$ cat config.mk
export PLATFORM = sky130hd
export DESIGN_NAME = midpoint_circle_generator_unit
export DESIGN_NICKNAME = d
export VERILOG_FILES = /design/src/mcg_pkg.sv /design/src/mcg_rom.sv /design/src/mcg_datapath.sv /design/src/midpoint_circle_generator_unit.sv
export SDC_FILE = /design/constraint.sdc
export NUM_CORES = 1
export LEC_CHECK = 0
export BUFFER_PORTS_ARGS = -buffer_cell sky130_fd_sc_hd__buf_2
export CAP_MARGIN = 20
export CELL_PAD_IN_SITES_DETAIL_PLACEMENT = 0
export CELL_PAD_IN_SITES_GLOBAL_PLACEMENT = 2
export CORE_MARGIN = 2
export CORE_UTILIZATION = 36
export CTS_BUF_LIST = sky130_fd_sc_hd__clkbuf_8
export DETAILED_ROUTE_END_ITERATION = 8
export PLACE_DENSITY = 0.84
export SYNTH_ARGS = -nofsm -noshare
export SYNTH_HDL_FRONTEND = slang
export SYNTH_HIERARCHICAL = 1
export SYNTH_SLANG_ARGS = --single-unit
$ cat constraint.sdc
create_clock -name clk -period 4.8 [get_ports clk]
set_input_delay 0.48 -clock clk [delete_from_list [all_inputs] [get_ports clk]]
set_output_delay 0.48 -clock clk [all_outputs]
set_load 0.01 [all_outputs]
$ cat src/mcg_pkg.sv
`timescale 1ns / 1ps

package mcg_pkg;

	localparam int unsigned RADIUS_MAX_DEF = 63;
	localparam int unsigned COORD_MAX_DEF  = 4095;
	localparam int unsigned MAX_RESULTS    = 48;

	localparam int CC_W    = 12;
	localparam int R_W     = 6;
	localparam int COLOR_W = 24;
	localparam int OUT_W   = 14;
	localparam int X_W     = 8;
	localparam int Y_W     = 7;
	localparam int ACC_W   = 12;
	localparam int N_W     = 6;
	localparam int PC_W    = 2;

	localparam logic signed [ACC_W-1:0] DY_INIT    = -12'sd2;
	localparam logic signed [ACC_W-1:0] DELTA_STEP = 12'sd4;

	localparam logic [PC_W-1:0] PC_TAKE = 2'd0;
	localparam logic [PC_W-1:0] PC_AXIS = 2'd1;
	localparam logic [PC_W-1:0] PC_WALK = 2'd2;
	localparam logic [PC_W-1:0] PC_NONE = 2'd3;

	typedef struct packed {
		logic            wait_in;
		logic            wait_out;
		logic            load;
		logic            step;
		logic            emit;
		logic            axis;
		logic            jmp_done;
		logic [PC_W-1:0] nxt;
		logic [PC_W-1:0] tgt;
	} ctrl_word_t;

endpackage

$ cat src/mcg_rom.sv
`timescale 1ns / 1ps

module mcg_rom (
	input  logic [mcg_pkg::PC_W-1:0] pc,
	output mcg_pkg::ctrl_word_t      cw
);
	import mcg_pkg::*;

	always_comb begin
		cw = '0;
		case (pc)
			PC_TAKE: begin
				cw.wait_in = 1'b1;
				cw.load    = 1'b1;
				cw.nxt     = PC_AXIS;
				cw.tgt     = PC_AXIS;
			end
			PC_AXIS: begin
				cw.wait_out = 1'b1;
				cw.emit     = 1'b1;
				cw.axis     = 1'b1;
				cw.nxt      = PC_WALK;
				cw.tgt      = PC_WALK;
			end
			PC_WALK: begin
				cw.wait_out = 1'b1;
				cw.step     = 1'b1;
				cw.emit     = 1'b1;
				cw.jmp_done = 1'b1;
				cw.nxt      = PC_WALK;
				cw.tgt      = PC_TAKE;
			end
			default: begin
				cw.nxt = PC_TAKE;
				cw.tgt = PC_TAKE;
			end
		endcase
	end

endmodule

$ cat src/mcg_datapath.sv
`timescale 1ns / 1ps

module mcg_datapath #(
	parameter int unsigned RADIUS_MAX = mcg_pkg::RADIUS_MAX_DEF,
	parameter int unsigned COORD_MAX  = mcg_pkg::COORD_MAX_DEF
) (
	input  logic                              clk,
	input  logic                              arst_n,
	input  mcg_pkg::ctrl_word_t               cw,
	input  logic                              adv,
	input  logic [mcg_pkg::CC_W-1:0]          center_col,
	input  logic [mcg_pkg::CC_W-1:0]          center_row,
	input  logic [mcg_pkg::R_W-1:0]           radius,
	input  logic [mcg_pkg::COLOR_W-1:0]       color,
	input  logic                              out_ready,
	output logic                              out_free,
	output logic                              done,
	output logic                              out_valid,
	output logic signed [mcg_pkg::OUT_W-1:0]  col_plus_x,
	output logic signed [mcg_pkg::OUT_W-1:0]  col_minus_x,
	output logic signed [mcg_pkg::OUT_W-1:0]  row_plus_y,
	output logic signed [mcg_pkg::OUT_W-1:0]  row_minus_y,
	output logic signed [mcg_pkg::OUT_W-1:0]  col_plus_y,
	output logic signed [mcg_pkg::OUT_W-1:0]  col_minus_y,
	output logic signed [mcg_pkg::OUT_W-1:0]  row_plus_x,
	output logic signed [mcg_pkg::OUT_W-1:0]  row_minus_x,
	output logic [mcg_pkg::COLOR_W-1:0]       pixel_color,
	output logic                              axis_step,
	output logic                              last
);
	import mcg_pkg::*;

	logic [CC_W-1:0]         cc_q, cr_q, cc_sat, cr_sat;
	logic [R_W-1:0]          r_sat;
	logic [COLOR_W-1:0]      color_q;
	logic signed [X_W-1:0]   x_q, x_nx, ex;
	logic [Y_W-1:0]          y_q, y_nx, ey;
	logic signed [ACC_W-1:0] d_q, dy_q, dx_q, d_sum, d_nx, dx_nx;
	logic [N_W-1:0]          n_q;
	logic                    neg, load_en, step_en, emit_en, out_valid_q;
	logic [OUT_W-1:0]        ccx, crx, exx, eyx;

	assign cc_sat = ({4'b0, center_col} > COORD_MAX[15:0]) ? COORD_MAX[CC_W-1:0] : center_col;
	assign cr_sat = ({4'b0, center_row} > COORD_MAX[15:0]) ? COORD_MAX[CC_W-1:0] : center_row;
	assign r_sat  = (radius > RADIUS_MAX[R_W-1:0]) ? RADIUS_MAX[R_W-1:0] : radius;

	assign load_en = cw.load & adv;
	assign step_en = cw.step & adv;
	assign emit_en = cw.emit & adv;

	assign d_sum = d_q + dy_q;
	assign neg   = d_sum[ACC_W-1];
	assign d_nx  = neg ? d_sum + dx_q : d_sum;
	assign dx_nx = neg ? dx_q - DELTA_STEP : dx_q;
	assign x_nx  = neg ? x_q - 8'sd1 : x_q;
	assign y_nx  = y_q + 7'd1;

	assign ex = cw.step ? x_nx : x_q;
	assign ey = cw.step ? y_nx : y_q;

	assign done = cw.step & (($signed({2'b00, y_nx}) > $signed({x_nx[X_W-1], x_nx}))
		| (({1'b0, n_q} + 7'd1) >= 7'(MAX_RESULTS)));

	always_ff @(posedge clk) begin
		if (load_en) begin
			cc_q    <= cc_sat;
			cr_q    <= cr_sat;
			color_q <= color;
			x_q     <= {2'b00, r_sat};
			y_q     <= '0;
			d_q     <= {5'b0, r_sat, 1'b0} - 12'sd1;
			dy_q    <= DY_INIT;
			dx_q    <= {4'b0, r_sat, 2'b0} - DELTA_STEP;
			n_q     <= '0;
		end else begin
			if (step_en) begin
				x_q  <= x_nx;
				y_q  <= y_nx;
				d_q  <= d_nx;
				dy_q <= dy_q - DELTA_STEP;
				dx_q <= dx_nx;
			end
			if (emit_en) begin
				n_q <= n_q + 6'd1;
			end
		end
	end

	assign ccx = {2'b00, cc_q};
	assign crx = {2'b00, cr_q};
	assign exx = {{(OUT_W-X_W){ex[X_W-1]}}, ex};
	assign eyx = {{(OUT_W-Y_W){1'b0}}, ey};

	always_ff @(posedge clk) begin
		if (emit_en) begin
			col_plus_x  <= ccx + exx;
			col_minus_x <= ccx - exx;
			row_plus_y  <= crx + eyx;
			row_minus_y <= crx - eyx;
			col_plus_y  <= ccx + eyx;
			col_minus_y <= ccx - eyx;
			row_plus_x  <= crx + exx;
			row_minus_x <= crx - exx;
			pixel_color <= color_q;
			axis_step   <= cw.axis;
			last        <= done;
		end
	end

	always_ff @(posedge clk or negedge arst_n) begin
		if (!arst_n) begin
			out_valid_q <= 1'b0;
		end else if (emit_en) begin
			out_valid_q <= 1'b1;
		end else if (out_ready) begin
			out_valid_q <= 1'b0;
		end
	end

	assign out_free  = ~out_valid_q | out_ready;
	assign out_valid = out_valid_q;

endmodule

$ cat src/midpoint_circle_generator_unit.sv
`timescale 1ns / 1ps
// Channel  Handshake            Word
// in       in_valid/in_ready    center_col, center_row, radius, color
// out      out_valid/out_ready  eight coordinates, pixel_color, axis_step, last
//
// The command is taken first, then one result word leaves per cycle while the output
// is not stalled: floor(r/sqrt(2)) + 2 or + 3 words per circle, 48 words at most.
// The figure is set by the control store stepping once per word.
// Reset clears the sequencer program counter and the output valid flag only.
// A stalled output register holds the sequencer in place.

module midpoint_circle_generator_unit #(
	parameter int unsigned RADIUS_MAX = mcg_pkg::RADIUS_MAX_DEF,
	parameter int unsigned COORD_MAX  = mcg_pkg::COORD_MAX_DEF
) (
	input  logic                              clk,
	input  logic                              arst_n,
	input  logic                              in_valid,
	output logic                              in_ready,
	input  logic [mcg_pkg::CC_W-1:0]          center_col,
	input  logic [mcg_pkg::CC_W-1:0]          center_row,
	input  logic [mcg_pkg::R_W-1:0]           radius,
	input  logic [mcg_pkg::COLOR_W-1:0]       color,
	output logic                              out_valid,
	input  logic                              out_ready,
	output logic signed [mcg_pkg::OUT_W-1:0]  col_plus_x,
	output logic signed [mcg_pkg::OUT_W-1:0]  col_minus_x,
	output logic signed [mcg_pkg::OUT_W-1:0]  row_plus_y,
	output logic signed [mcg_pkg::OUT_W-1:0]  row_minus_y,
	output logic signed [mcg_pkg::OUT_W-1:0]  col_plus_y,
	output logic signed [mcg_pkg::OUT_W-1:0]  col_minus_y,
	output logic signed [mcg_pkg::OUT_W-1:0]  row_plus_x,
	output logic signed [mcg_pkg::OUT_W-1:0]  row_minus_x,
	output logic [mcg_pkg::COLOR_W-1:0]       pixel_color,
	output logic                              axis_step,
	output logic                              last
);
	import mcg_pkg::*;

	logic [PC_W-1:0] pc_q;
	ctrl_word_t      cw;
	logic            adv, out_free, done;

	mcg_rom u_rom (
		.pc (pc_q),
		.cw (cw)
	);

	assign adv      = (~cw.wait_in | in_valid) & (~cw.wait_out | out_free);
	assign in_ready = cw.wait_in;

	always_ff @(posedge clk or negedge arst_n) begin
		if (!arst_n) begin
			pc_q <= PC_TAKE;
		end else if (adv) begin
			pc_q <= (cw.jmp_done & done) ? cw.tgt : cw.nxt;
		end
	end

	mcg_datapath #(
		.RADIUS_MAX (RADIUS_MAX),
		.COORD_MAX  (COORD_MAX)
	) u_dp (
		.clk         (clk),
		.arst_n      (arst_n),
		.cw          (cw),
		.adv         (adv),
		.center_col  (center_col),
		.center_row  (center_row),
		.radius      (radius),
		.color       (color),
		.out_ready   (out_ready),
		.out_free    (out_free),
		.done        (done),
		.out_valid   (out_valid),
		.col_plus_x  (col_plus_x),
		.col_minus_x (col_minus_x),
		.row_plus_y  (row_plus_y),
		.row_minus_y (row_minus_y),
		.col_plus_y  (col_plus_y),
		.col_minus_y (col_minus_y),
		.row_plus_x  (row_plus_x),
		.row_minus_x (row_minus_x),
		.pixel_color (pixel_color),
		.axis_step   (axis_step),
		.last        (last)
	);

endmodule

# ---- Yosys cells after proc, flatten, opt, wreduce, memory -nomap -nowiden
# Cells that the tools add are included.
# W data, S select, Z words.
dict set report totals {
  word_cells 85
  regBits 246
}
dict set report classes {
  eq_ne 2
  n_addsub 18
  order_cmp 3
  n_reduce_logical 6
  bitwise 13
  n_mux 20
}
# op n
set ops {}
lappend ops {{$mux W12} 6}
lappend ops {{$add A13 B8 Y14} 2}
lappend ops {{$sub A13 B8 Y14} 2}
lappend ops {{$add A12 B7 Y13} 2}
lappend ops {{$sub A12 B7 Y13} 2}
lappend ops {{$add A12 B12 Y12} 2}
lappend ops {{$sub A12 B4 Y12 const B} 2}
lappend ops {{$mux W6} 3}
lappend ops {{$mux W8} 2}
lappend ops {{$pmux W4 S3} 1}
lappend ops {{$sub A8 B3 Y9 const B} 1}
lappend ops {{$gt A8 B8 Y1} 1}
lappend ops {{$sub A7 B1 Y8 const B} 1}
lappend ops {{$sub A8 B2 Y8 const B} 1}
lappend ops {{$add A6 B1 Y7 const B} 1}
lappend ops {{$add A7 B1 Y7 const B} 1}
lappend ops {{$ge A7 B6 Y1 const B} 1}
lappend ops {{$mux W7} 1}
lappend ops {{$add A6 B1 Y6 const B} 1}
lappend ops {{$and A1 B1 Y1} 6}
lappend ops {{$gt A6 B6 Y1 const B} 1}
lappend ops {{$mux W1} 6}
lappend ops {{$reduce_bool A2 Y1} 3}
lappend ops {{$or A1 B1 Y1} 4}
lappend ops {{7 further kinds} 9}

# ---- Logic depth before layout (Yosys ltp)
dict set report depth {
  depth_word 9
  depth_mapped 21
  depth_no_buf 19
}

# ---- By module
# Netlist, hierarchy kept.
# mod cells_per_inst instances area_per_inst_um2
set modules_own_cells {}
lappend modules_own_cells {mcg_datapath 1086 1 12738.5}
lappend modules_own_cells {midpoint_circle_generator_unit 11 1 132.6}
lappend modules_own_cells {mcg_rom 12 1 97.6}

# ---- Worst setup path after synthesis
# No wires, ideal clock.
dict set report synth_path {
  kind {flip-flop to flip-flop}
  startpoint {register pc_q[0]}
  endpoint {register u_dp.n_q[4]}
  required_time_ns 4.730
  n_path_buf 2
  setup_time_ns 0.070
  path_stages_with_launch 13
  period_less_slack_ns 4.956
  t_arrival_ns 4.886
  path_slack_ns -0.156
  cell_sequence {dfrtp_1 -> inv_1 -> ha_1 -> buf_4 -> inv_1 -> o22ai_2 -> inv_1 -> clkbuf_1 -> nand2_1 -> inv_1 -> nand2_1 -> or3_1 -> a21oi_1}
}
# element line
set synth_lines {}
lappend synth_lines {{start, declared} midpoint_circle_generator_unit.sv:40} ;# logic [PC_W-1:0] pc_q;
lappend synth_lines {{start signal, assigned} midpoint_circle_generator_unit.sv:56} ;# pc_q <= (cw.jmp_done & done) ? cw.tgt : cw.nxt;
lappend synth_lines {{end signal, assigned} mcg_datapath.sv:84} ;# n_q <= n_q + 6'd1;
lappend synth_lines {{end, declared} mcg_datapath.sv:39} ;# logic [N_W-1:0] n_q;

# ---- Worst setup path after layout
dict set report layout_path {
  startpoint {register u_dp.d_q[2]}
  endpoint {register u_dp/col_minus_x[11] (netlist name) (data pin)}
}
dict set report layout_between {
  elab_chain_len 4
}
# element line
set layout_rtl {}
lappend layout_rtl {{start, declared} mcg_datapath.sv:38} ;# logic signed [ACC_W-1:0] d_q, dy_q, dx_q, d_sum, d_nx, dx_nx;
lappend layout_rtl {{start signal, assigned} mcg_datapath.sv:71} ;# d_q <= {5'b0, r_sat, 1'b0} - 12'sd1;
lappend layout_rtl {{start signal, assigned} mcg_datapath.sv:79} ;# d_q <= d_nx;
lappend layout_rtl {{$add A12 B12 Y12} mcg_datapath.sv:51} ;# assign d_sum = d_q + dy_q;
lappend layout_rtl {{$mux W8} mcg_datapath.sv:55} ;# assign x_nx = neg ? x_q - 8'sd1 : x_q;
lappend layout_rtl {{$mux W8} mcg_datapath.sv:58} ;# assign ex = cw.step ? x_nx : x_q;
lappend layout_rtl {{$sub A13 B8 Y14} mcg_datapath.sv:97} ;# col_minus_x <= ccx - exx;
lappend layout_rtl {{end signal, assigned} mcg_datapath.sv:97}
lappend layout_rtl {{end, declared} mcg_datapath.sv:20} ;# output logic signed [mcg_pkg::OUT_W-1:0] col_minus_x,
# No other way between the ends.
# A chain may end at the register's enable or synchronous reset.

==> results.toml <==
[timing]
final.period_utilization_pct = 96.0
timing.final.ws_setup_ns = 0.193
skew_final_ns = 0.0451
slew_viol_final = 0
slew_headroom_pct = 47.8
fmaxAchievable_mhz = 217
setup_viol_count_final = 0
worst_slew_pin_slew_ns = 0.781
hold_viol_final = 0
period_needed_ns = 4.61

[clock_tree]
cts.clk_slew.worst_paths_ns = 0.06
clock_tree_from_tritoncts = "yes"
clockBufferDepth = 3
clock_buffers_created_by_tritoncts = 45
cts_max_level = 2
root_buffer = "clkbuf_8"
clock_latency_ns = 0.63
clock_sinks = 233

[yosys]
yosys-top-cells-area = "edfxtp_1 (47%), ha_1 (12%), xnor2_1 (7.2%), dfxtp_1 (3.9%), a21oi_1 (3.4%)"
synth.largest_area_cell = "edfxtp_1"
synth.yosys.seq_area_share_pct = 51.9
synth_enable_flop_cells = 205
synth.distinct_cells = 65
mappedNetlistArea_um2 = 13000
postSynthAreaPerCell_um2 = 11.7
ys.warnings.count = 6
synth-seq-cells = 233
synthesis.instances = 1109
yosysTopAreaCellShare_pct = 47.5
ys_dominant_reg_cell = "edfxtp_1"
synth-async-reset-ratio_pct = 1.29

[worst_hold_path]
hold_class = "in2reg"

[critical_path]
critPathMaxStageDelay_ns = 0.44
rrSetupSlack_ns = 0.19
timing.critical_path.from = "u_dp/d_q[2]"
timing.reg2reg.worst_path_depth = 21
critical-path-top-delay-family = "compound AO/OA/AOI/OAI gates"
critical_path.reg2reg.endpoint = "u_dp/col_minus_x[11]"
timing.critical_path.buf_inv = 3
timing.critical_path.fanout_max = 5
path_depth = 21
critPathCaptureType = "flop"
worst_ep_arrival_time_ns = 4.97
worst_ep_required_time_ns = 5.16
timing.critical_path.slowest_stage_cell = "a2111o_1"
worstSetupEndpoint = "u_dp/col_minus_x[11]"
worstSetupPathType = "reg2reg"
cp-start-kind = "flop"
reg2reg_from = "u_dp/d_q[2]"
worst_path_cell_chain = "fa_2 > a211oi_2 > o211ai_1 > buf_4 > nand2_1 > mux2i_1 > and3_1 > nand2_1 > o21ai_4 > buf_4 > clkinvlp_4 > ha_1 > o21bai_1 > a21oi_2 > o21bai_1 > a2111o_1 > o311ai_2 > nor2_1 > o31ai_2 > a21boi_1 > xor2_1"

[power_and_ir_drop]
p_per_area_nw_per_um2 = 865
static_leakage_nw = 6.88
totalPowerFinal_mw = 14.2
vdd_ir_drop_max_mv = 0.983

[global_routing]
globalRouteTotalUtil_pct = 16.6
antenna_found_initial = 0
largest_net_degree_at_the_start_of_global_routing = 93
grt_first_pass_wirelength_um = 48800
first_global_vias = 9154
grt-ovfl-total = 0

[drt]
route.top_layer_used = "met4"
drt-wirelength-per-cell_um = 16.5
dr.first_iter.drc_count = 359
routed-via-count = 9219
post_drt_via_cell_ratio = 4.77
routedLengthMet1_um = 14200
routed_wirelength_um = 31800
drcViolationCount = 0
first_pass_iters = 7
wire_length_on_met3_um = 1700
routed-wl-met2_um = 15000
ant_nets = 0

[final_layout]
diodes = 0
final_layout_size_suffix_gt1_share_pct = 25.5
layout_common_cells = "edfxtp_1 (205), buf_2 (195), ha_1 (119)"
count_of_nets_after_finishing = 1626
filler_cell_count = 3302
area.growth.synth_to_final_pct = 26.4
layout.cells.most_common = "edfxtp_1"
finalCoreUtilization_pct = 46.2

[floorplanning]
core_area_um2 = 35500
die_y_um = 194
die_area_um2 = 37600
ports = 198
number_of_rows_created_at_floorplan = 69
start_util_pct = 36.5
dieWidth_um = 194

[placement]
port_buffer_count = 195
gp_congestion = 0.797
post-dp-hpwl_um = 23300
pre_cts_slack_ns = -0.269

[outcome]
status = "complete, no violations"

[flow_run]
total_of_max_cap_violations = 0
## per-layer routing
layer / vias to the layer above / GRT usage [%]
li1: 4596 / -
met1: 4340 / 20.9
met2: 222 / 27.8
met3: 61 / 3.93
met4: 0 / 6.14
met5: - / 0
## worst min-delay path by stage
stage | slack (ns) | cells past startpoint | startpoint | to
2_1_floorplan | 0.18 | 0 | arst_n | pc_q[0]
3_3_place_gp | 0.28 | 1 | arst_n | u_dp/out_valid
3_5_place_dp | 0.28 | 1 | arst_n | u_dp/out_valid
4_1_cts | 0.00006 | 1 | color[21] | u_dp/color_q[21]
5_1_grt | 0.005 | 1 | color[6] | u_dp/color_q[6]
6_report | 0.04 | 1 | color[21] | u_dp/color_q[21]
## what timing repair did
item	CTS	global route
resized for setup	8	25
buffers inserted	0	4
endpoints found under the hold margin	42	0
pin swaps	0	15
hold buffers	40	0
endpoints found under the setup margin	10	14
cloned	0	0
## area by class of cell
class / count / area [um^2] / share of cell area, %
clock buffers: 46 / 633 / 3.86
clock inverters: 35 / 240 / 1.47
inverters: 81 / 314 / 1.92
multi-input cells: 757 / 5870 / 35.8
flip-flops and latches: 233 / 6730 / 41.1
well taps: 461 / 577 / 3.52
repair buffers: 318 / 2020 / 12.4
## worst reg2reg max path, stage by stage, from the launching register on
cell	delay, ns
edfxtp_1	0.42
fa_2	0.39
a211oi_2	0.26
o211ai_1	0.19
buf_4	0.19
nand2_1	0.10
mux2i_1	0.23
and3_1	0.20
nand2_1	0.09
o21ai_4	0.11
buf_4	0.14
clkinvlp_4	0.14
ha_1	0.20
o21bai_1	0.16
a21oi_2	0.16
o21bai_1	0.11
a2111o_1	0.44
o311ai_2	0.13
nor2_1	0.14
o31ai_2	0.30
a21boi_1	0.13
xor2_1	0.15
## stage by stage
stage	hold WS, ns	instances	TNS (ns)	instance area, um^2
after floorplan	0.184	1110	0	13000
after global placement	0.280	1806	-0.920	14900
after detailed placement	0.284	1806	-1.49	14900
after CTS	0.0000598	1927	0	16200
after global routing	0.00510	1931	-0.0682	16400
final	0.0440	1931	0	16400
## registers in the layout (all words and copies together) (netlist names), 7 cells and up
signal / cells
u_dp/d_q: 11
u_dp/row_minus_x: 13
u_dp/dy_q: 10
u_dp/row_plus_x: 14
u_dp/col_minus_x: 13
u_dp/pixel_color: 24
u_dp/cr_q: 12
u_dp/color_q: 24
u_dp/col_plus_x: 14
u_dp/col_plus_y: 12
u_dp/cc_q: 12
u_dp/row_minus_y: 13
u_dp/row_plus_y: 12
u_dp/x_q: 8
u_dp/col_minus_y: 13
u_dp/y_q: 7
u_dp/dx_q: 10
## where the power goes
part	leakage (nW)	switching [mW]	internal (mW)
logic	4.19	4.39	3.36
clock network	0.496	0.885	1.06
registers	2.20	0.548	3.93
total	6.88	5.83	8.35
## cell families after synthesis
kind of cell | Yosys count | share of synthesized area, %
AND/OR/NAND/NOR | 244 | 9.10
flip-flops | 233 | 51.9
AO/OA/AOI/OAI | 211 | 10.0
XOR/XNOR | 156 | 10.7
adder cells (fa/ha/maj) | 133 | 13.4
buffers and inverters | 120 | 3.93
multiplexers | 11 | 0.955
other | 1 | 0.0289
## synthesized netlist by cell type (11+ instances only)
library cell	number
edfxtp_1	205
ha_1	122
xnor2_1	106
a21oi_1	87
inv_1	80
nor2_1	76
nand2_1	56
xor2_1	48
o21ai_0	46
dfxtp_1	25
o21bai_1	23
nand3_1	22
clkbuf_1	20
a21o_1	18
nor3_1	18
buf_4	15
nor2b_1	12
nand2b_1	11
No activity file was read; power rests on OpenSTA's default activity.
